--- config.mk ---
export PLATFORM = sky130hd
export DESIGN_NAME = touch_contact_slot_tracker_top
export DESIGN_NICKNAME = d
export VERILOG_FILES = /design/src/rtl/tcst_pkg.sv /design/src/rtl/tcst_slot_store.sv /design/src/rtl/tcst_seq.sv /design/src/rtl/touch_contact_slot_tracker_top.sv
export SDC_FILE = /design/constraint.sdc
export NUM_CORES = 1
export LEC_CHECK = 0
export BUFFER_PORTS_ARGS = -buffer_cell sky130_fd_sc_hd__buf_2
export CORE_MARGIN = 2
export CORE_UTILIZATION = 45
export CTS_CLUSTER_SIZE = 16
export DETAILED_ROUTE_END_ITERATION = 10
export PLACE_DENSITY_LB_ADDON = 0.1
export REMOVE_ABC_BUFFERS = 1
export SYNTH_ARGS = -nofsm -noshare
export SYNTH_HDL_FRONTEND = slang
export SYNTH_SLANG_ARGS = --single-unit
export TNS_END_PERCENT = 20
--- constraint.sdc ---
create_clock -name clk -period 2.6 [get_ports clk]
set_clock_uncertainty 0.05 [all_clocks]
set_input_delay 0.52 -clock clk [delete_from_list [all_inputs] [get_ports clk]]
set_output_delay 0.52 -clock clk [all_outputs]
set_load 0.05 [all_outputs]
--- src/rtl/tcst_pkg.sv ---
`timescale 1ns / 1ps
// ----------------------------------------------------------------------------
// tcst_pkg - shared types for the touch contact slot tracker
// Request codes, sequencer states and the structs passed between modules.
// ----------------------------------------------------------------------------
package tcst_pkg;

	localparam int ID_W      = 8;
	localparam int POS_W     = 16;
	localparam int SEL_W     = 4;
	localparam int IDX_OUT_W = 4;
	localparam int REQ_W     = 3;

	typedef enum logic [REQ_W-1:0] {
		REQ_DOWN    = 3'd0,
		REQ_MOVE    = 3'd1,
		REQ_UP      = 3'd2,
		REQ_CANCEL  = 3'd3,
		REQ_READ    = 3'd4,
		REQ_CONSUME = 3'd5
	} req_t;

	typedef enum logic [1:0] {
		ST_IDLE,
		ST_SCAN,
		ST_APPLY
	} state_t;

	// write controls for the slot store
	typedef struct packed {
		logic             clr_all;
		logic             set_used;
		logic             clr_used;
		logic             wr_pos;
		logic [ID_W-1:0]  contact;
		logic [POS_W-1:0] x;
		logic [POS_W-1:0] y;
	} slot_wr_t;

	// one slot as seen on the read port
	typedef struct packed {
		logic             used;
		logic [ID_W-1:0]  contact;
		logic [POS_W-1:0] x;
		logic [POS_W-1:0] y;
	} slot_rd_t;

	// one result item
	typedef struct packed {
		logic [IDX_OUT_W-1:0] slot_index;
		logic                 slot_hit;
		logic                 slot_active;
		logic [POS_W-1:0]     x;
		logic [POS_W-1:0]     y;
		logic                 latch_value;
	} res_t;

endpackage

--- src/rtl/tcst_slot_store.sv ---
`timescale 1ns / 1ps
// ----------------------------------------------------------------------------
// tcst_slot_store - slot register file
// Active flags, contact ids and positions; one read address, one write address.
// ----------------------------------------------------------------------------
module tcst_slot_store #(
	parameter int SLOT_COUNT = 10,
	parameter int IDX_W      = 4
) (
	input  logic                clk,
	input  logic                arst_n,
	input  logic [IDX_W-1:0]    rd_addr,
	output tcst_pkg::slot_rd_t  rd,
	input  logic [IDX_W-1:0]    wr_addr,
	input  tcst_pkg::slot_wr_t  wr
);
	import tcst_pkg::*;

	logic             used_q    [SLOT_COUNT];
	logic [ID_W-1:0]  contact_q [SLOT_COUNT];
	logic [POS_W-1:0] x_q       [SLOT_COUNT];
	logic [POS_W-1:0] y_q       [SLOT_COUNT];

	logic rd_ok;
	logic wr_ok;

	assign rd_ok = {1'b0, rd_addr} < (IDX_W+1)'(SLOT_COUNT);
	assign wr_ok = {1'b0, wr_addr} < (IDX_W+1)'(SLOT_COUNT);

	always_comb begin
		rd = '0;
		if (rd_ok) begin
			rd.used    = used_q[rd_addr];
			rd.contact = contact_q[rd_addr];
			rd.x       = x_q[rd_addr];
			rd.y       = y_q[rd_addr];
		end
	end

	always_ff @(posedge clk or negedge arst_n) begin
		if (!arst_n) begin
			for (int i = 0; i < SLOT_COUNT; i++) begin
				used_q[i]    <= 1'b0;
				contact_q[i] <= '0;
				x_q[i]       <= '0;
				y_q[i]       <= '0;
			end
		end else begin
			if (wr.clr_all) begin
				for (int i = 0; i < SLOT_COUNT; i++) begin
					used_q[i] <= 1'b0;
				end
			end else if (wr_ok) begin
				if (wr.set_used) begin
					used_q[wr_addr]    <= 1'b1;
					contact_q[wr_addr] <= wr.contact;
				end else if (wr.clr_used) begin
					used_q[wr_addr] <= 1'b0;
				end
				if (wr.wr_pos) begin
					x_q[wr_addr] <= wr.x;
					y_q[wr_addr] <= wr.y;
				end
			end
		end
	end

endmodule

--- src/rtl/tcst_seq.sv ---
`timescale 1ns / 1ps
// ----------------------------------------------------------------------------
// tcst_seq - request sequencer and slot compare unit
// Scans slots one per cycle for a contact match and the lowest free slot.
// ----------------------------------------------------------------------------
module tcst_seq #(
	parameter int SLOT_COUNT = 10,
	parameter int IDX_W      = 4
) (
	input  logic                         clk,
	input  logic                         arst_n,
	input  logic                         in_valid,
	output logic                         in_ready,
	input  logic [tcst_pkg::REQ_W-1:0]   req_type,
	input  logic [tcst_pkg::ID_W-1:0]    contact_id,
	input  logic [tcst_pkg::POS_W-1:0]   pos_x,
	input  logic [tcst_pkg::POS_W-1:0]   pos_y,
	input  logic [tcst_pkg::SEL_W-1:0]   slot_sel,
	input  logic                         out_free,
	output logic                         res_load,
	output tcst_pkg::res_t               res,
	output logic [IDX_W-1:0]             rd_addr,
	input  tcst_pkg::slot_rd_t           rd,
	output logic [IDX_W-1:0]             wr_addr,
	output tcst_pkg::slot_wr_t           wr
);
	import tcst_pkg::*;

	localparam int CNT_W = $clog2(SLOT_COUNT + 1);

	state_t           state_q, state_d;
	logic [REQ_W-1:0] req_q, req_d;
	logic [ID_W-1:0]  id_q, id_d;
	logic [POS_W-1:0] x_q, x_d;
	logic [POS_W-1:0] y_q, y_d;
	logic [SEL_W-1:0] sel_q, sel_d;
	logic [CNT_W-1:0] scan_q, scan_d;
	logic             mfound_q, mfound_d;
	logic [IDX_W-1:0] midx_q, midx_d;
	logic             ffound_q, ffound_d;
	logic [IDX_W-1:0] fidx_q, fidx_d;
	logic             latch_q, latch_d;

	logic             cmp_hit;
	logic             sel_ok;
	logic             tgt_ok;
	logic [IDX_W-1:0] tgt;

	// shared compare unit
	assign cmp_hit = rd.used && (rd.contact == id_q);
	assign sel_ok  = {1'b0, sel_q} < (SEL_W+1)'(SLOT_COUNT);

	always_ff @(posedge clk or negedge arst_n) begin
		if (!arst_n) begin
			state_q  <= ST_IDLE;
			req_q    <= '0;
			id_q     <= '0;
			x_q      <= '0;
			y_q      <= '0;
			sel_q    <= '0;
			scan_q   <= '0;
			mfound_q <= 1'b0;
			midx_q   <= '0;
			ffound_q <= 1'b0;
			fidx_q   <= '0;
			latch_q  <= 1'b0;
		end else begin
			state_q  <= state_d;
			req_q    <= req_d;
			id_q     <= id_d;
			x_q      <= x_d;
			y_q      <= y_d;
			sel_q    <= sel_d;
			scan_q   <= scan_d;
			mfound_q <= mfound_d;
			midx_q   <= midx_d;
			ffound_q <= ffound_d;
			fidx_q   <= fidx_d;
			latch_q  <= latch_d;
		end
	end

	always_comb begin
		state_d  = state_q;
		req_d    = req_q;
		id_d     = id_q;
		x_d      = x_q;
		y_d      = y_q;
		sel_d    = sel_q;
		scan_d   = scan_q;
		mfound_d = mfound_q;
		midx_d   = midx_q;
		ffound_d = ffound_q;
		fidx_d   = fidx_q;
		latch_d  = latch_q;
		in_ready = 1'b0;
		res_load = 1'b0;
		res      = '0;
		rd_addr  = sel_q[IDX_W-1:0];
		wr_addr  = '0;
		wr       = '0;
		tgt      = '0;
		tgt_ok   = 1'b0;

		unique case (state_q)
			ST_IDLE: begin
				in_ready = 1'b1;
				if (in_valid) begin
					req_d    = req_type;
					id_d     = contact_id;
					x_d      = pos_x;
					y_d      = pos_y;
					sel_d    = slot_sel;
					scan_d   = '0;
					mfound_d = 1'b0;
					ffound_d = 1'b0;
					if (req_type == REQ_DOWN || req_type == REQ_MOVE ||
					    req_type == REQ_UP) begin
						state_d = ST_SCAN;
					end else begin
						state_d = ST_APPLY;
					end
				end
			end
			ST_SCAN: begin
				rd_addr = scan_q[IDX_W-1:0];
				if (cmp_hit) begin
					mfound_d = 1'b1;
					midx_d   = scan_q[IDX_W-1:0];
					state_d  = ST_APPLY;
				end else begin
					if (!rd.used && !ffound_q) begin
						ffound_d = 1'b1;
						fidx_d   = scan_q[IDX_W-1:0];
					end
					scan_d = scan_q + CNT_W'(1);
					if (scan_q == CNT_W'(SLOT_COUNT - 1)) begin
						state_d = ST_APPLY;
					end
				end
			end
			ST_APPLY: begin
				// down prefers the matching slot, then the lowest free one
				if (mfound_q) begin
					tgt    = midx_q;
					tgt_ok = 1'b1;
				end else if (ffound_q && req_q == REQ_DOWN) begin
					tgt    = fidx_q;
					tgt_ok = 1'b1;
				end
				wr_addr    = tgt;
				wr.contact = id_q;
				wr.x       = x_q;
				wr.y       = y_q;
				if (out_free) begin
					res_load = 1'b1;
					state_d  = ST_IDLE;
					unique case (req_q)
						REQ_DOWN, REQ_MOVE, REQ_UP: begin
							latch_d = 1'b1;
							if (tgt_ok) begin
								res.slot_index = IDX_OUT_W'(tgt);
								res.slot_hit   = 1'b1;
								wr.set_used    = (req_q == REQ_DOWN);
								wr.wr_pos      = (req_q != REQ_UP);
								wr.clr_used    = (req_q == REQ_UP);
							end
						end
						REQ_CANCEL: begin
							latch_d    = 1'b1;
							wr.clr_all = 1'b1;
						end
						REQ_READ: begin
							if (sel_ok) begin
								res.slot_active = rd.used;
								res.x           = rd.x;
								res.y           = rd.y;
							end
						end
						REQ_CONSUME: begin
							res.latch_value = latch_q;
							latch_d         = 1'b0;
						end
						default: begin
						end
					endcase
				end
			end
			default: begin
				state_d = ST_IDLE;
			end
		endcase
	end

endmodule

--- src/rtl/touch_contact_slot_tracker_top.sv ---
`timescale 1ns / 1ps
// ----------------------------------------------------------------------------
// touch_contact_slot_tracker_top - multitouch contact to slot mapper
// Tracks up to SLOT_COUNT touch contacts: down/move/up/cancel, slot read and
// activity latch consume. One result per request.
// ----------------------------------------------------------------------------
//
// channel  | handshake            | payload
// ---------+----------------------+---------------------------------------------
// in       | in_valid / in_ready  | req_type, contact_id, pos_x, pos_y, slot_sel
// out      | out_valid / out_ready| slot_index, slot_hit, slot_active, out_x,
//          |                      | out_y, latch_value
//
// Down, move and up scan 1..SLOT_COUNT slots through the single contact
// compare unit, one slot per cycle; the scan stops at the first matching
// slot. Other requests skip the scan and go straight from idle to apply.
// Reset (arst_n low) clears all slots to inactive, positions to zero and the
// activity latch; no clearing pass is needed.
// in_ready is high only while the sequencer is idle. A held result in the
// output register does not block acceptance; only the final update stalls
// until the output register is free.
// ----------------------------------------------------------------------------
module touch_contact_slot_tracker_top #(
	parameter int SLOT_COUNT = 10
) (
	input  logic                               clk,
	input  logic                               arst_n,
	input  logic                               in_valid,
	output logic                               in_ready,
	input  logic [tcst_pkg::REQ_W-1:0]         req_type,
	input  logic [tcst_pkg::ID_W-1:0]          contact_id,
	input  logic signed [tcst_pkg::POS_W-1:0]  pos_x,
	input  logic signed [tcst_pkg::POS_W-1:0]  pos_y,
	input  logic [tcst_pkg::SEL_W-1:0]         slot_sel,
	output logic                               out_valid,
	input  logic                               out_ready,
	output logic [tcst_pkg::IDX_OUT_W-1:0]     slot_index,
	output logic                               slot_hit,
	output logic                               slot_active,
	output logic signed [tcst_pkg::POS_W-1:0]  out_x,
	output logic signed [tcst_pkg::POS_W-1:0]  out_y,
	output logic                               latch_value
);
	import tcst_pkg::*;

	// slot index width; one bit even for a single slot
	localparam int IDX_W = (SLOT_COUNT > 1) ? $clog2(SLOT_COUNT) : 1;

	logic             out_valid_q;
	res_t             res_q;
	res_t             res;
	logic             res_load;
	logic             out_free;
	logic [IDX_W-1:0] rd_addr;
	logic [IDX_W-1:0] wr_addr;
	slot_rd_t         rd;
	slot_wr_t         wr;

	// output register is free when empty or being drained this cycle
	assign out_free = !out_valid_q || out_ready;

	tcst_seq #(
		.SLOT_COUNT (SLOT_COUNT),
		.IDX_W      (IDX_W)
	) u_seq (
		.clk        (clk),
		.arst_n     (arst_n),
		.in_valid   (in_valid),
		.in_ready   (in_ready),
		.req_type   (req_type),
		.contact_id (contact_id),
		.pos_x      (pos_x),
		.pos_y      (pos_y),
		.slot_sel   (slot_sel),
		.out_free   (out_free),
		.res_load   (res_load),
		.res        (res),
		.rd_addr    (rd_addr),
		.rd         (rd),
		.wr_addr    (wr_addr),
		.wr         (wr)
	);

	tcst_slot_store #(
		.SLOT_COUNT (SLOT_COUNT),
		.IDX_W      (IDX_W)
	) u_store (
		.clk     (clk),
		.arst_n  (arst_n),
		.rd_addr (rd_addr),
		.rd      (rd),
		.wr_addr (wr_addr),
		.wr      (wr)
	);

	// result register
	always_ff @(posedge clk or negedge arst_n) begin
		if (!arst_n) begin
			out_valid_q <= 1'b0;
			res_q       <= '0;
		end else begin
			if (res_load) begin
				out_valid_q <= 1'b1;
				res_q       <= res;
			end else if (out_ready) begin
				out_valid_q <= 1'b0;
			end
		end
	end

	assign out_valid   = out_valid_q;
	assign slot_index  = res_q.slot_index;
	assign slot_hit    = res_q.slot_hit;
	assign slot_active = res_q.slot_active;
	assign out_x       = res_q.x;
	assign out_y       = res_q.y;
	assign latch_value = res_q.latch_value;

`ifndef SYNTHESIS
	// a result only lands in a free output register
	a_load_free: assert property (@(posedge clk) disable iff (!arst_n)
		res_load |-> out_free)
		else $error("result loaded over a pending result");

	// an accepted request keeps the sequencer busy next cycle
	a_busy_after_accept: assert property (@(posedge clk) disable iff (!arst_n)
		(in_valid && in_ready) |=> !in_ready)
		else $error("sequencer ready right after accept");

	// a hit always names an existing slot
	a_hit_in_range: assert property (@(posedge clk) disable iff (!arst_n)
		(out_valid && slot_hit) |-> ({1'b0, slot_index} < (IDX_OUT_W+1)'(SLOT_COUNT)))
		else $error("slot hit with index beyond slot count");

	// no result register load while the sequencer is idle
	a_no_load_idle: assert property (@(posedge clk) disable iff (!arst_n)
		res_load |-> !in_ready)
		else $error("result loaded while idle");
`endif

endmodule

# Word level (Yosys, flattened, before mapping)
# Index checks and enable logic that the tools add are counted.
# totals
reg_bits	514
inputBits	51
output_inout_bits	41
# op_classes
addsub	1
n_lt_le_gt_ge	6
eq_ne	18
muxes	66
bitwise	7
reduce_logical	31
# ops
cell	n
$bwmux 160	2
$bmux 16 s4	2
$bwmux 80	1
$mux 16	5
$mux 39	2
$mux 33	2
$demux 16 s4	1
$mux 44	1
$mux 41	1
$mux 10	4
$bmux 8 s4	1
$demux 8 s4	1
$mux 4	7
$mux 8	3
$reduce_and 3->1	7
$mux 1	17
$lt 4x4->1 const B	3
$and 10x10->10	1
$ge 5x5->1 const B	2
$mux 2	5
$mux 5	2
$not 10->10	1
$not 4->5	2
$or 10x10->10	1
other kinds (31)	55

# Depth between registers and ports, before layout
# depth
depth_word	16
depth_mapped	14
ltp_nobuf	9

# By module
# From an unflattened synthesis, not the netlist that was laid out.
# unflattened
cells_unflattened	1742
area_unflattened_um2	24110.6
# by_module_without_submodules
mod	n_inst	cells_per_inst	area_per_inst_um2	seq_area_each_um2
tcst_slot_store	1	1353	19248.5	10259.8
tcst_seq	1	304	3364.5	1601.5
touch_contact_slot_tracker_top	1	85	1497.7	1001.0

# Least setup slack after synthesis
# No wires, ideal clock.
# synth_timing
path_kind	reg2reg
start	reg u_seq.state_q[0]
end	reg u_seq.midx_q[0]
setup_ps	125
t_arrival_ps	2666
required_ps	2425
setup_slack_ps	-241
stages_incl_launch_ff	12
path_buffers	2
period_less_slack_ps	2841
cell_sequence	dfrtp_1 buf_6 and3b_1 buf_6 a21o_4 mux2i_1 a2111oi_1 mux2i_1 o221a_2 nand3_2 nor3_4 mux2_4
# synth_via
elab_chain_cells	10
elab_cells_between_ends	14
# synth_rtl
item	line	rtl
start, declared	tcst_seq.sv:31	state_t state_q, state_d;
start signal, assigned	tcst_seq.sv:68	state_q <= state_d;
$eq 2x1->1 *	tcst_seq.sv:105	unique case (state_q)
$mux 4	tcst_seq.sv:105	
$not 4->5 (implied by the code)	tcst_slot_store.sv:33, tcst_slot_store.sv:34	
$bmux 8 s4	tcst_slot_store.sv:34	rd.contact = contact_q[rd_addr];
$mux 8 (implied by the code) (2 in series)	tcst_slot_store.sv:34	
$mux 41	tcst_slot_store.sv:32	if (rd_ok) begin
$eq 8x8->1	tcst_seq.sv:50	assign cmp_hit = rd.used && (rd.contact == id_q);
$logic_and 1x1->1	tcst_seq.sv:50	
$reduce_and 2->1 (no line) *	-	
end signal, assigned	tcst_seq.sv:76	midx_q <= midx_d;
end, declared	tcst_seq.sv:39	logic [IDX_W-1:0] midx_q, midx_d;
# Mark *: on every way between the ends. The rest lies on a longest branch, timed or not. The select of a mux whose other input is x is not followed.
# A chain may end at the register's enable or synchronous reset.

# Worst setup path in the final report
# Same ends and word-level chain as after synthesis.

==> results.md <==
- Clock Path Buffers: 3
- N_diodes: 0
- Clk_lat worst skew: 0.62 ns
- Post-synth EDFFs: 0
- Final Setup Violations: 43
- Hold path start: slot_sel[3]
- Design area: 0.0287 mm²
- Synth Cell Area: 0.0228 mm²
- ANT nets after route: 0
- MaxCap Viol Count: 0
- Vias in the first global route: 18392
- Core box area: 0.0501 mm²
- Worst setup margin: -0.410 ns
- Asr flop ratio synth: 100%
- GRT overflow: 0
- Final WL: 68.5 mm
- Multi-input gate area: 0.00986 mm²
- Synth area leaders: dfrtp_1, nand2_1, o21ai_0, mux2i_1, mux2_2
- Failing checks: negative setup slack
- Synth Area per Inst: 9.37 µm²
- Per-cell routed wire length: 20.6 µm
- Gpl congestion: 0.885
- Worst path buffer plus inverter count: 2
- Status: finished, violations left
- Yosys Warn Count: 0
- Synth Register Bits: 514
- Cells along the critical path: and3b_2, a21o_4, buf_4, a211oi_1, a2111oi_2, buf_4, mux2i_1, o221a_2, nand3_4, nor3_4, mux2_4
- Worst reg2reg path depth: 11
- Slew @ Worst Pin: 1.38 ns
- Post-synthesis sequential area ratio: 56.4%
- Hold path endpoint: u_seq.sel_q[3]$_DFFE_PN0P_
- CTS tree: built
- Final net count: 2669
- Post-Syn Instances: 2434
- Filler cells: 4464
- Required time of the critical path: 3.05 ns
- Share of cells above drive strength 1: 22.3%
- DRT iter0 DRCs: 1352
- Crit Path Category: flop to flop
- Worst reg2reg endpoint: u_seq.midx_q[0]$_DFFE_PN0N_
- DIE AREA: 0.0525 mm²
- Slew margin rel.: 7.54%
- Chip width: 229 µm
- Top FF cell, synth: dfrtp_1
- Area leader, netlist: dfrtp_1
- Crit path max-delay family: compound AO/OA/AOI/OAI gates
- Sink Count: 514
- Critical Path Sink Type: flop
- Vias/cell: 5.58
- IO Port Bufs: 91
- Pre-CTS WS: -0.544 ns
- Final Hold Fails: 0
- Fin util: 57.3%
- Minimum clock period: 3.01 ns
- First-pass GRT wire length: 108 mm
- Hold Path Class: input port to flop
- Vias: 18578
- Maximum VDD drop: 0.630 mV
- Initial Utilization: 45.5%
- Synth top area share: 56.4%
- Aggregate global-route resource usage: 26.1%
- Fin. max-slew vios: 0
- Post-route DRC: 0
- Hold Slack: 0.0584 ns
- Initial antenna violation count: 2
- RSZ-0062 raised after global routing: true
- R2r startpoint: u_seq.state_q[0]$_DFFE_PN0P_
- CTS Buf Count: 56
- CTS Root Cell: clkbuf_16
- Register Area: 0.0129 mm²
- Most used cell, CP: buf_4
- I/O pin count: 92
- Worst hold path depth: 3
- Largest net degree at the start of global routing: 80
- Rows: 82
- Worst-path maximum fanout: 8
- Pwr Density: 1080 mW/mm²
- Clk pin slew, worst setup/hold paths: 0.06 ns
- Final period util: 116%
- Worst Setup Start Kind: flop
- # H-tree levels: 2
- Syn-to-layout area delta: 25.8%
- WP data arrival: 3.46 ns
- Count of different cell masters after synthesis: 71
- CP max stage cell: dfrtp_2
- R2R Setup Slk: -0.41 ns
- DP HPWL: 40.2 mm
- Die Y: 229 µm
- Placed Area: 0.0252 mm²
- P_leak: 12.6 nW
- 1st-pass router iterations: 5
- Max incr delay on CP: 0.47 ns
- Fmax achieved: 332 MHz
[worst reg2reg max path, cell delays in order (launching register included)]
cell       delay (ns)
dfrtp_2          0.47
and3b_2          0.28
a21o_4           0.22
buf_4            0.14
a211oi_1         0.33
a2111oi_2        0.09
buf_4            0.16
mux2i_1          0.15
o221a_2          0.26
nand3_4          0.11
nor3_4           0.29
mux2_4           0.34
[sequential cells by signal, summed over array words and instances, names as in the netlist, 2 cells and up]
name,flops
out_y,16
u_seq.state_q,2
u_store.x_q,160
u_store.y_q,160
u_store.contact_q,80
u_store.used_q,10
u_seq.scan_q,4
slot_index,4
u_seq.y_q,16
u_seq.midx_q,4
u_seq.fidx_q,4
u_seq.id_q,8
u_seq.x_q,16
u_seq.req_q,3
out_x,16
u_seq.sel_q,4
[synth_stat cells (3+ instances only)]
cell      instances
nand2_1         785
dfrtp_1         514
o21ai_0         419
clkbuf_1        127
nand3_1          78
mux2i_1          60
mux2_2           45
a31oi_1          42
and3_1           34
a311oi_1         33
o22ai_1          33
a22o_1           32
nor2_1           25
a21oi_1          23
buf_2            22
inv_1            20
a211oi_1         13
buf_1            10
buf_6             8
o211ai_1          8
mux2_4            6
nand2b_1          5
nor2b_1           5
o21ai_1           5
or3_1             5
buf_4             4
mux2_1            4
a32oi_1           3
mux4_2            3
o22ai_2           3
xor2_1            3
[layer usage]
metal | track usage, % | wire (µm) | up-vias | part of all wire [%]
met1 | 36.6 | 31100 | 9240 | 45
met3 | 3.52 | 3510 | 96 | 5.1
met5 | 0 | 0 | - | 0
li1 | - | - | 8752 | -
met2 | 42.8 | 32600 | 490 | 48
met4 | 7.31 | 1360 | 0 | 2.0
[cell type report]
cell class,instances,share of cell area [%]
Timing Repair Buffer,294,10.8
Tap cell,672,2.93
Sequential cell,514,44.9
Multi-Input combinational cell,1730,34.4
Clock inverter,21,1.06
Clock buffer,81,5.74
Inverter,20,0.262
[kinds of logic (layout without fill, tap and decap cells)]
family                     count (synthesis)  in the layout  synth area share, %
AOI/OAI and AO/OA                        642            642                 16.5
xor gates and xnor gates                   4              4                0.187
adders and majority gates                  2              2                0.110
buffers and inverters                    191            416                 3.60
DFF                                      514            514                 56.4
muxes                                    118            118                 5.75
and+or+nand+nor                          963            964                 17.4
[worst max path at each step]
stage	start	endpoint	slack, ns	depth (start not counted)
finish	u_seq.state_q[0]$_DFFE_PN0P_	u_seq.midx_q[0]$_DFFE_PN0N_	-0.41	11
global placement	u_seq.state_q[0]$_DFFE_PN0P_	u_seq.midx_q[2]$_DFFE_PN0N_	-0.45	12
CTS	u_seq.state_q[0]$_DFFE_PN0P_	u_seq.midx_q[0]$_DFFE_PN0N_	-0.42	10
global route	u_seq.state_q[1]$_DFFE_PN0P_	u_seq.midx_q[0]$_DFFE_PN0N_	-0.53	11
detailed placement	u_seq.state_q[1]$_DFFE_PN0P_	u_seq.midx_q[0]$_DFFE_PN0N_	-0.54	12
floorplan	u_seq.state_q[1]$_DFFE_PN0P_	u_seq.midx_q[0]$_DFFE_PN0N_	-5.36	9
[stage by stage]
step	instances	total power (W)	TNS [ns]
floorplan	2263	0.0144	-1148.94
finish	3332	0.0311	-6.52
global route	3332	0.0325	-17.23
CTS	3325	0.0303	-8.31
detailed placement	3181	0.0197	-19.24
global placement	3181	0.0195	-13.54
[report_power, final]
part           internal, W  switching (W)
registers          0.00876       0.000618
clock network      0.00499        0.00335
logic              0.00563        0.00775
total               0.0194         0.0117
[placed cells by master, fill, tap and decap left out, types with 14 or more instances in the layout]
master / count
a31oi_1: 35
a21oi_1: 18
buf_6: 19
clkbuf_8: 15
mux2i_1: 57
inv_1: 20
buf_4: 108
nor2_1: 18
nand2_1: 755
nand3_1: 70
and3_1: 19
o21ai_0: 415
dfrtp_1: 512
a311oi_2: 27
clkbuf_16: 59
o22ai_1: 32
nand2_2: 26
buf_2: 90
and3_4: 14
buf_12: 51
a22o_1: 32
mux2_2: 45
[repair_timing]
item | in CTS | in global routing
buffers inserted | 29 | 10
pin swaps | 45 | 57
setup endpoints to repair | 233 | 336
resized for setup | 78 | 126
hold buffers | 1 | 0
endpoints found under the hold margin | 29 | 0
gates cloned | 13 | 3
(Power assumes the default switching activity.)
